File: src/hdl/hrfs_pkg.sv
// Types and constants of the HPACK request field scanner.
package hrfs_pkg;

   localparam int FRAME_HEADER_BYTES = 9;
   localparam int LENGTH_FIELD_BYTES = 3;
   localparam int QUEUE_DEPTH = 4;
   localparam int POSITION_WIDTH = 24;
   localparam int NAME_INDEX_WIDTH = 6;
   localparam logic [NAME_INDEX_WIDTH-1:0] LENGTH_INDEX_RESET = 6'd28;
   localparam logic [31:0] ASCII_ZERO = 32'd48;

   localparam logic [6:0] INDEX_GET = 7'd2;
   localparam logic [6:0] INDEX_POST = 7'd3;
   localparam logic [6:0] INDEX_ROOT = 7'd4;
   localparam logic [6:0] INDEX_INDEX_HTML = 7'd5;

   localparam logic STATUS_DONE = 1'b0;
   localparam logic STATUS_UNSUPPORTED = 1'b1;

   typedef enum logic [1:0] {
      KIND_INDEXED     = 2'd0,
      KIND_LITERAL     = 2'd1,
      KIND_UNSUPPORTED = 2'd2
   } kind_type;

   typedef enum logic [4:0] {
      PHASE_IDLE    = 5'b00001,
      PHASE_HEADER  = 5'b00010,
      PHASE_REP     = 5'b00100,
      PHASE_STRLEN  = 5'b01000,
      PHASE_STRBODY = 5'b10000
   } phase_type;

   typedef struct packed {
      logic [7:0]                  frame_byte;
      logic                        first_byte;
      kind_type                    kind;
      logic [NAME_INDEX_WIDTH-1:0] name_index;
   } entry_type;

   typedef struct packed {
      logic [1:0]  method;
      logic [1:0]  path_kind;
      logic [31:0] decimal_length;
      logic        length_seen;
      logic        length_huffman;
      logic        status;
   } result_type;

endpackage

File: src/hdl/hpack_request_field_scanner_unit.sv
// Top level of the HPACK request field scanner.
// The req channel takes one byte of an HTTP/2 HEADERS frame per item, frame
// header first, with req_tuser set on the first byte of each frame. The rsp
// channel gives one item per frame: when the header block has been consumed,
// or at once when an unsupported representation stops the scan. A frame with
// a zero-length block gives its item on the last frame header byte.
// The csr channel writes the name index whose literal value is the content
// length; it is always ready and should be written only while the block idles.
// A byte is classified on entry and placed in a four-item queue; the back end
// takes one item per cycle from the queue unless rsp is stalled, so the block
// sustains one byte per cycle. The queue and the rsp result are both registered.
// When rsp is stalled, the back end holds while its result waits, and the
// queue keeps taking bytes until it is full, then req_tready falls.
// Reset clears the queue, the scan state and the result valid flag, and sets
// the name index to 28; the block idles until a byte with req_tuser set.
module hpack_request_field_scanner_unit #(
   parameter int QUEUE_DEPTH = hrfs_pkg::QUEUE_DEPTH
) (
   input  logic        clock,
   input  logic        reset,
   input  logic        req_tvalid,
   output logic        req_tready,
   input  logic [7:0]  req_tdata,   // [7:0] frame_byte
   input  logic        req_tuser,   // [0] first_byte
   output logic        rsp_tvalid,
   input  logic        rsp_tready,
   output logic [39:0] rsp_tdata,   // [1:0] method, [3:2] path_kind,
                                    // [35:4] decimal_length, [36] length_seen,
                                    // [37] length_huffman, [39:38] zero
   output logic        rsp_tuser,   // [0] status
   input  logic        csr_valid,
   output logic        csr_ready,
   input  logic [5:0]  csr_data     // [5:0] length_name_index
);

   hrfs_pkg::entry_type  push_entry;
   hrfs_pkg::entry_type  pop_entry;
   hrfs_pkg::result_type result;
   logic                 push, queue_full, pop, pop_valid;

   assign csr_ready = 1'b1;

   hrfs_front u_front (
      .req_tvalid (req_tvalid),
      .req_tready (req_tready),
      .req_tdata  (req_tdata),
      .req_tuser  (req_tuser),
      .queue_full (queue_full),
      .push       (push),
      .push_entry (push_entry)
   );

   hrfs_queue #(
      .DEPTH (QUEUE_DEPTH)
   ) u_queue (
      .clock      (clock),
      .reset      (reset),
      .push       (push),
      .push_entry (push_entry),
      .full       (queue_full),
      .pop        (pop),
      .pop_valid  (pop_valid),
      .pop_entry  (pop_entry)
   );

   hrfs_back u_back (
      .clock      (clock),
      .reset      (reset),
      .csr_valid  (csr_valid),
      .csr_data   (csr_data),
      .pop_valid  (pop_valid),
      .pop_entry  (pop_entry),
      .pop        (pop),
      .rsp_valid  (rsp_tvalid),
      .rsp_ready  (rsp_tready),
      .rsp_result (result)
   );

   assign rsp_tdata = {2'b00, result.length_huffman, result.length_seen,
                       result.decimal_length, result.path_kind, result.method};
   assign rsp_tuser = result.status;

endmodule

File: src/hdl/hrfs_front.sv
// Front part: accepts input bytes and classifies their representation form.
module hrfs_front (
   input  logic                req_tvalid,
   output logic                req_tready,
   input  logic [7:0]          req_tdata,
   input  logic                req_tuser,
   input  logic                queue_full,
   output logic                push,
   output hrfs_pkg::entry_type push_entry
);

   logic [7:0] b;

   assign b          = req_tdata;
   assign req_tready = !queue_full;
   assign push       = req_tvalid && !queue_full;

   always_comb begin
      push_entry.frame_byte = b;
      push_entry.first_byte = req_tuser;
      if (b[7]) begin
         push_entry.kind       = hrfs_pkg::KIND_INDEXED;
         push_entry.name_index = b[5:0];
      end else if (b[6]) begin
         push_entry.kind       = hrfs_pkg::KIND_LITERAL;
         push_entry.name_index = b[5:0];
      end else if (!b[5]) begin
         push_entry.kind       = hrfs_pkg::KIND_LITERAL;
         push_entry.name_index = {2'b00, b[3:0]};
      end else begin
         push_entry.kind       = hrfs_pkg::KIND_UNSUPPORTED;
         push_entry.name_index = b[5:0];
      end
   end

endmodule

File: src/hdl/hrfs_queue.sv
// Small queue of classified items between the front and back parts.
module hrfs_queue #(
   parameter int DEPTH = hrfs_pkg::QUEUE_DEPTH
) (
   input  logic                clock,
   input  logic                reset,
   input  logic                push,
   input  hrfs_pkg::entry_type push_entry,
   output logic                full,
   input  logic                pop,
   output logic                pop_valid,
   output hrfs_pkg::entry_type pop_entry
);

   localparam int PTR_W = (DEPTH > 1) ? $clog2(DEPTH) : 1;
   localparam int CNT_W = $clog2(DEPTH + 1);
   localparam logic [PTR_W-1:0] LAST_PTR = PTR_W'(DEPTH - 1);
   localparam logic [CNT_W-1:0] FULL_COUNT = CNT_W'(DEPTH);

   hrfs_pkg::entry_type entry_ff [DEPTH];
   logic [PTR_W-1:0] wr_ptr_ff, wr_ptr_in;
   logic [PTR_W-1:0] rd_ptr_ff, rd_ptr_in;
   logic [CNT_W-1:0] count_ff, count_in;
   logic             do_push, do_pop;

   assign full      = (count_ff == FULL_COUNT);
   assign pop_valid = (count_ff != '0);
   assign pop_entry = entry_ff[rd_ptr_ff];
   assign do_push   = push && !full;
   assign do_pop    = pop && pop_valid;

   always_comb begin
      wr_ptr_in = wr_ptr_ff;
      rd_ptr_in = rd_ptr_ff;
      count_in  = count_ff;
      if (do_push) begin
         wr_ptr_in = (wr_ptr_ff == LAST_PTR) ? '0 : wr_ptr_ff + 1'b1;
      end
      if (do_pop) begin
         rd_ptr_in = (rd_ptr_ff == LAST_PTR) ? '0 : rd_ptr_ff + 1'b1;
      end
      if (do_push && !do_pop) begin
         count_in = count_ff + 1'b1;
      end else if (do_pop && !do_push) begin
         count_in = count_ff - 1'b1;
      end
   end

   always_ff @(posedge clock) begin
      if (reset) begin
         wr_ptr_ff <= '0;
         rd_ptr_ff <= '0;
         count_ff  <= '0;
      end else begin
         wr_ptr_ff <= wr_ptr_in;
         rd_ptr_ff <= rd_ptr_in;
         count_ff  <= count_in;
      end
   end

   always_ff @(posedge clock) begin
      if (do_push) begin
         entry_ff[wr_ptr_ff] <= push_entry;
      end
   end

endmodule

File: src/hdl/hrfs_back.sv
// Back part: walks the header block, collects the fields and holds the result.
module hrfs_back (
   input  logic                 clock,
   input  logic                 reset,
   input  logic                 csr_valid,
   input  logic [5:0]           csr_data,
   input  logic                 pop_valid,
   input  hrfs_pkg::entry_type  pop_entry,
   output logic                 pop,
   output logic                 rsp_valid,
   input  logic                 rsp_ready,
   output hrfs_pkg::result_type rsp_result
);

   localparam int PW = hrfs_pkg::POSITION_WIDTH;
   localparam logic [PW-1:0] LAST_HEADER_POS = PW'(hrfs_pkg::FRAME_HEADER_BYTES - 1);
   localparam logic [PW-1:0] LENGTH_BYTES = PW'(hrfs_pkg::LENGTH_FIELD_BYTES);

   logic [hrfs_pkg::NAME_INDEX_WIDTH-1:0] length_index_ff;

   hrfs_pkg::phase_type phase_ff, phase_in;
   logic [PW-1:0]       position_ff, position_in;
   logic [PW-1:0]       block_length_ff, block_length_in;
   logic [6:0]          skip_ff, skip_in;
   logic                name_literal_ff, name_literal_in;
   logic                accumulating_ff, accumulating_in;
   logic [1:0]          method_ff, method_in;
   logic [1:0]          path_ff, path_in;
   logic [31:0]         length_value_ff, length_value_in;
   logic                seen_ff, seen_in;
   logic                huffman_ff, huffman_in;
   logic                rsp_valid_ff, rsp_valid_in;
   hrfs_pkg::result_type rsp_ff, rsp_in;

   logic       emit;
   logic       status;
   logic       stop;
   logic [7:0] b;
   logic [6:0] idx;

   assign pop        = pop_valid && (!rsp_valid_ff || rsp_ready);
   assign rsp_valid  = rsp_valid_ff;
   assign rsp_result = rsp_ff;
   assign b          = pop_entry.frame_byte;
   assign idx        = b[6:0];

   always_comb begin
      phase_in        = phase_ff;
      position_in     = position_ff;
      block_length_in = block_length_ff;
      skip_in         = skip_ff;
      name_literal_in = name_literal_ff;
      accumulating_in = accumulating_ff;
      method_in       = method_ff;
      path_in         = path_ff;
      length_value_in = length_value_ff;
      seen_in         = seen_ff;
      huffman_in      = huffman_ff;
      emit            = 1'b0;
      status          = hrfs_pkg::STATUS_DONE;
      stop            = 1'b0;

      if (pop && pop_entry.first_byte) begin
         phase_in        = hrfs_pkg::PHASE_HEADER;
         position_in     = '0;
         block_length_in = '0;
         skip_in         = '0;
         name_literal_in = 1'b0;
         accumulating_in = 1'b0;
         method_in       = '0;
         path_in         = '0;
         length_value_in = '0;
         seen_in         = 1'b0;
         huffman_in      = 1'b0;
      end

      if (pop && phase_in != hrfs_pkg::PHASE_IDLE) begin
         if (phase_in == hrfs_pkg::PHASE_HEADER) begin
            if (position_in < LENGTH_BYTES) begin
               block_length_in = {block_length_in[PW-9:0], b};
            end
            if (position_in == LAST_HEADER_POS) begin
               position_in = '0;
               phase_in    = hrfs_pkg::PHASE_REP;
               if (block_length_in == '0) begin
                  emit = 1'b1;
               end
            end else begin
               position_in = position_in + 1'b1;
            end
         end else begin
            case (phase_in)
               hrfs_pkg::PHASE_REP: begin
                  case (pop_entry.kind)
                     hrfs_pkg::KIND_INDEXED: begin
                        if (method_in == '0 &&
                            (idx == hrfs_pkg::INDEX_GET || idx == hrfs_pkg::INDEX_POST)) begin
                           method_in = idx[1:0] - 2'd1;
                        end
                        if (path_in == '0 &&
                            (idx == hrfs_pkg::INDEX_ROOT ||
                             idx == hrfs_pkg::INDEX_INDEX_HTML)) begin
                           path_in = idx[1:0] + 2'd1;
                        end
                     end
                     hrfs_pkg::KIND_LITERAL: begin
                        if (pop_entry.name_index == '0) begin
                           name_literal_in = 1'b1;
                           accumulating_in = 1'b0;
                        end else begin
                           name_literal_in = 1'b0;
                           accumulating_in = (pop_entry.name_index == length_index_ff) &&
                                             !seen_in;
                        end
                        phase_in = hrfs_pkg::PHASE_STRLEN;
                     end
                     default: begin
                        emit   = 1'b1;
                        status = hrfs_pkg::STATUS_UNSUPPORTED;
                        stop   = 1'b1;
                     end
                  endcase
               end
               hrfs_pkg::PHASE_STRLEN: begin
                  skip_in = b[6:0];
                  if (accumulating_in) begin
                     seen_in = 1'b1;
                     if (b[7]) begin
                        huffman_in      = 1'b1;
                        accumulating_in = 1'b0;
                     end
                  end
                  if (skip_in == '0) begin
                     if (name_literal_in) begin
                        name_literal_in = 1'b0;
                        phase_in        = hrfs_pkg::PHASE_STRLEN;
                     end else begin
                        accumulating_in = 1'b0;
                        phase_in        = hrfs_pkg::PHASE_REP;
                     end
                  end else begin
                     phase_in = hrfs_pkg::PHASE_STRBODY;
                  end
               end
               hrfs_pkg::PHASE_STRBODY: begin
                  if (accumulating_in) begin
                     length_value_in = (length_value_in << 3) + (length_value_in << 1)
                                       + {24'd0, b} - hrfs_pkg::ASCII_ZERO;
                  end
                  skip_in = skip_in - 1'b1;
                  if (skip_in == '0) begin
                     if (name_literal_in) begin
                        name_literal_in = 1'b0;
                        phase_in        = hrfs_pkg::PHASE_STRLEN;
                     end else begin
                        accumulating_in = 1'b0;
                        phase_in        = hrfs_pkg::PHASE_REP;
                     end
                  end
               end
               default: begin
                  phase_in = hrfs_pkg::PHASE_IDLE;
               end
            endcase
            if (!stop) begin
               position_in = position_in + 1'b1;
               if (position_in == block_length_in) begin
                  emit = 1'b1;
               end
            end
         end
      end

      if (emit) begin
         phase_in = hrfs_pkg::PHASE_IDLE;
      end

      rsp_in.method         = method_in;
      rsp_in.path_kind      = path_in;
      rsp_in.decimal_length = huffman_in ? 32'd0 : length_value_in;
      rsp_in.length_seen    = seen_in;
      rsp_in.length_huffman = huffman_in;
      rsp_in.status         = status;

      if (emit) begin
         rsp_valid_in = 1'b1;
      end else if (rsp_ready) begin
         rsp_valid_in = 1'b0;
      end else begin
         rsp_valid_in = rsp_valid_ff;
      end
   end

   always_ff @(posedge clock) begin
      if (reset) begin
         length_index_ff <= hrfs_pkg::LENGTH_INDEX_RESET;
         phase_ff        <= hrfs_pkg::PHASE_IDLE;
         position_ff     <= '0;
         block_length_ff <= '0;
         skip_ff         <= '0;
         name_literal_ff <= 1'b0;
         accumulating_ff <= 1'b0;
         method_ff       <= '0;
         path_ff         <= '0;
         length_value_ff <= '0;
         seen_ff         <= 1'b0;
         huffman_ff      <= 1'b0;
         rsp_valid_ff    <= 1'b0;
      end else begin
         if (csr_valid) begin
            length_index_ff <= csr_data;
         end
         phase_ff        <= phase_in;
         position_ff     <= position_in;
         block_length_ff <= block_length_in;
         skip_ff         <= skip_in;
         name_literal_ff <= name_literal_in;
         accumulating_ff <= accumulating_in;
         method_ff       <= method_in;
         path_ff         <= path_in;
         length_value_ff <= length_value_in;
         seen_ff         <= seen_in;
         huffman_ff      <= huffman_in;
         rsp_valid_ff    <= rsp_valid_in;
      end
   end

   always_ff @(posedge clock) begin
      if (emit) begin
         rsp_ff <= rsp_in;
      end
   end

endmodule

File: config.mk
export PLATFORM = sky130hd
export DESIGN_NAME = hpack_request_field_scanner_unit
export DESIGN_NICKNAME = d
export VERILOG_FILES = /design/src/hdl/hrfs_pkg.sv /design/src/hdl/hpack_request_field_scanner_unit.sv /design/src/hdl/hrfs_front.sv /design/src/hdl/hrfs_queue.sv /design/src/hdl/hrfs_back.sv
export SDC_FILE = /design/constraint.sdc
export NUM_CORES = 1
export LEC_CHECK = 0
export ABC_AREA = 0
export BUFFER_PORTS_ARGS = -buffer_cell sky130_fd_sc_hd__buf_2
export CAP_MARGIN = 20
export CELL_PAD_IN_SITES_DETAIL_PLACEMENT = 1
export CELL_PAD_IN_SITES_GLOBAL_PLACEMENT = 2
export CORE_ASPECT_RATIO = 1.25
export CORE_MARGIN = 2
export CORE_UTILIZATION = 39
export CTS_CLUSTER_DIAMETER = 80
export DETAILED_ROUTE_END_ITERATION = 12
export GPL_TIMING_DRIVEN = 0
export PLACE_DENSITY = 0.85
export SLEW_MARGIN = 5
export SYNTH_ARGS = -nofsm -noshare
export SYNTH_HDL_FRONTEND = slang
export SYNTH_SLANG_ARGS = --single-unit
File: constraint.sdc
create_clock -name clock -period 11.01 [get_ports clock]
set_input_delay 2.202 -clock clock [delete_from_list [all_inputs] [get_ports clock]]
set_output_delay 2.202 -clock clock [all_outputs]
set_load 0.005 [all_outputs]
==> load_flow_metrics.sql <==
INSERT INTO impl_metrics (metric_group, metric, value, unit) VALUES
('status', 'outcome', 'finished clean', ''),
('power_and_ir_drop', 'vdd_drop_max', '0.0001058', 'V'),
('power_and_ir_drop', 'pwr_density_cell', '204.0', 'mW/mm²'),
('final_layout', 'area_growth_syn_to_layout', '13.63', '%'),
('clock_tree', 'h-tree-depth', '1', ''),
('clock_tree', 'cts.hold.buffers_added', '0', ''),
('power_and_ir_drop', 'seq_power_share', '0.317', ''),
('critical_path', 'r2r_cells', '21', ''),
('route', 'wirelength_met1', '17660', 'µm'),
('place', 'port_buffers', '59', ''),
('clock_tree', 'cts.path.max_buffers', '3', ''),
('route', 'dr.pass1.iters', '5', ''),
('synth', 'ys_async_sr_fraction', '0', ''),
('grt', 'first_pass_grt_wire_length', '64010', 'µm'),
('sta', 'timing_max_transition_violations_final', '0', ''),
('final_layout', 'nFillCells', '3700', ''),
('floorplan', 'initial_core_util', '0.3972', ''),
('grt', 'antenna_violations_before_repair', '0', ''),
('critical_path', 'critPathSlowestCell', 'clkbuf_1', ''),
('power_and_ir_drop', 'power.net_switching', '1.154', 'mW'),
('floorplan', 'die_span_in_x', '162.9', 'µm'),
('grt', 'first_global_vias', '11450', ''),
('final_layout', 'instances_no_fill', '1910', ''),
('place', 'dpl.hpwl', '30410', 'µm'),
('route', 'post_drt_wl_per_cell', '21.23', 'µm'),
('power_and_ir_drop', 'netSwitchingFraction', '0.4045', ''),
('sta', 'timing.fmax', '115.2', 'MHz'),
('route', 'drt_drc_violations_left', '0', ''),
('route', 'via_count_of_the_routed_design', '10960', ''),
('clock_tree', 'tritoncts.num_buffers', '23', ''),
('place', 'dp_cell_count', '1868', ''),
('clock_tree', 'clk_transition_reported_paths', '0.07', 'ns'),
('grt', 'leftover_overflow_at_the_end_of_global_routing', '0', ''),
('clock_tree', 'cts_tree', 'built', ''),
('floorplan', 'fp.coreArea', '0.03099', 'mm²'),
('place', 'postPlaceCellArea', '0.01316', 'mm²'),
('route', 'initial_drc_count', '516', ''),
('critical_path', 'setup.reg_to_reg.worst_slack', '3.36', 'ns'),
('critical_path', 'start_to_end_type_of_the_worst_setup_path', 'in2reg', ''),
('synth', 'synth_largest_area_cell', 'edfxtp_1', ''),
('min_path', 'hold_depth', '2', ''),
('synth', 'postSynthRegisterBits', '203', ''),
('sta', 'rsz0062_at_grt', 'no', ''),
('synth', 'yosysTopAreaCellShare', '0.2122', ''),
('power_and_ir_drop', 'power.share.clock', '0.299', ''),
('place', 'post-place-ws', '1.768', 'ns'),
('route', 'drt.antenna.violating_nets', '0', ''),
('place', 'gp_routability_congestion', '0.8774', ''),
('route', 'routed-wl-met3', '1283', 'µm'),
('synth', 'synth_area', '0.01231', 'mm²'),
('synth', 'library_cells_used_by_synthesis', '80', ''),
('power_and_ir_drop', 'power.static_leakage', '5.383', 'nW'),
('final_layout', 'layout.area.seq', '0.004935', 'mm²'),
('critical_path', 'cp_cell_sequence', 'buf_2 > nand2b_1 > clkbuf_1 > nand3_1 > buf_2 > clkbuf_1 > clkbuf_1 > buf_1 > nand2_1 > ha_1 > inv_1 > ha_1 > ha_1 > clkbuf_1 > nand2_1 > o211ai_1 > o2111ai_1 > a21oi_1 > a311oi_1 > a211o_1 > or4b_1 > a31oi_1', ''),
('sta', 'worst_clock_skew', '0.02064', 'ns'),
('critical_path', 'worst_ep_arrival_time', '8.99', 'ns'),
('sta', 'post-route-min-period', '8.680', 'ns'),
('final_layout', 'diodes', '0', ''),
('critical_path', 'cpMostUsedCell', 'clkbuf_1', ''),
('critical_path', 'reg_to_reg_critical_path_endpoint', 'u_back.rsp_result[33]$_SDFFCE_PP0P_', ''),
('critical_path', 'setup.worst_path.end', 'u_back.rsp_result[33]$_SDFFCE_PP0P_', ''),
('critical_path', 'startpoint', 'rsp_tready', ''),
('critical_path', 'critPathBufInv', '8', ''),
('sta', 'timing.max_slew.rel_slack', '0.2586', ''),
('synth', 'synth-seq-area-share', '0.4009', ''),
('sta', 'worst_slew_pin_slew', '1.110', 'ns'),
('critical_path', 'peak_per_stage_delay_on_the_critical_path', '0.75', 'ns'),
('critical_path', 'path_delay_family', 'buffers and inverters', ''),
('final_layout', 'final_area', '0.01399', 'mm²'),
('route', 'topRoutingLayerUsed', 'met4', ''),
('critical_path', 'cp-start-kind', 'input port', '');
==> cells in the final DEF, fill, tap and decap left out, types with 11 or more instances in the layout <==
master	synthesis	routed
nor3b_1	11	11
clkbuf_1	57	59
ha_1	96	96
xor2_1	23	23
buf_2	9	68
a31oi_1	19	19
mux4_2	12	12
inv_1	82	82
clkbuf_16	0	23
nor2_1	157	157
o21ai_0	65	64
nor4_1	21	21
o211ai_1	14	14
buf_1	11	11
a21oi_1	125	125
nand4_1	20	20
dfxtp_1	116	116
xnor2_1	38	38
or3_1	13	13
and3_1	14	14
nor3_1	36	36
nand2_1	146	146
nand3_1	54	54
edfxtp_1	87	87
nor2b_1	16	16
==> routing by layer <==
| metal | vias to the layer above | global-route usage |
|---|---|---|
| met5 | - | 0 |
| met4 | 0 | 0.09987 |
| met3 | 90 | 0.02574 |
| met2 | 217 | 0.4342 |
| met1 | 5442 | 0.3135 |
| li1 | 5212 | - |
==> metrics by stage <==
stage | utilization | hold WS (ns) | total power [mW]
after global routing | 0.4514 | 0.5128 | 3.002
final | 0.4514 | 0.4893 | 2.854
after global placement | 0.4233 | 0.4703 | 1.985
after floorplan | - | 0.4541 | 1.601
after detailed placement | 0.4246 | 0.4822 | 2.001
after CTS | 0.4514 | 0.4910 | 2.865
==> worst min path at each step <==
stage / to / from / slack (ns)
floorplan: register / u_queue.rd_ptr_ff[1]$_SDFFE_PP0P_ / 0.45
global placement: u_queue.rd_ptr_ff[1]$_SDFFE_PP0P_ / u_queue.rd_ptr_ff[1]$_SDFFE_PP0P_ / 0.47
detailed placement: u_back.block_length_ff[22]$_SDFF_PP0_ / u_back.block_length_ff[22]$_SDFF_PP0_ / 0.48
CTS: u_back.block_length_ff[22]$_SDFF_PP0_ / u_back.block_length_ff[22]$_SDFF_PP0_ / 0.49
global route: u_back.block_length_ff[22]$_SDFF_PP0_ / u_back.block_length_ff[22]$_SDFF_PP0_ / 0.51
finish: u_back.block_length_ff[22]$_SDFF_PP0_ / u_back.block_length_ff[22]$_SDFF_PP0_ / 0.49
==> power by group through the flow <==
stage	Combinational (mW)	Sequential, mW	Clock, mW
floorplan	0.697	0.903	0
global placement	1.07	0.919	0
detailed placement	1.08	0.919	0
CTS	1.09	0.903	0.871
global route	1.20	0.911	0.896
finish	1.10	0.904	0.855
==> state kept, by name (all words and copies together) (netlist names), 2 cells and up, named ones only <==
signal                  cells
u_queue.entry_ff           48
u_back.rsp_result          39
u_back.length_value_ff     32
u_back.block_length_ff     24
u_back.position_ff         24
u_back.skip_ff              7
u_back.length_index_ff      6
u_back.phase_ff             5
u_queue.count_ff            3
u_back.method_ff            2
u_back.path_ff              2
u_queue.rd_ptr_ff           2
u_queue.wr_ptr_ff           2
==> area by class of cell <==
cell class / count / area share
Clock inverter: 17 / 0.01771
Clock buffer: 25 / 0.04168
Timing Repair Buffer: 60 / 0.02308
Sequential cell: 203 / 0.3528
Inverter: 83 / 0.02236
Buffer: 81 / 0.02361
Tap cell: 407 / 0.03640
Multi-Input combinational cell: 1034 / 0.4824
==> worst min-delay path: stages, from the launching register on <==
cell	delay, ns
dfxtp_1	0.33
nand2_1	0.06
a21oi_1	0.05
==> cell families after synthesis <==
kind of cell	share of synthesized area
simple gates	0.2111
compound gates	0.1542
fa+ha+maj	0.1057
flops	0.4009
xor+xnor	0.04340
other cells	0.0006100
mux	0.03191
buf+inv	0.05224
(Power assumes the default switching activity.)
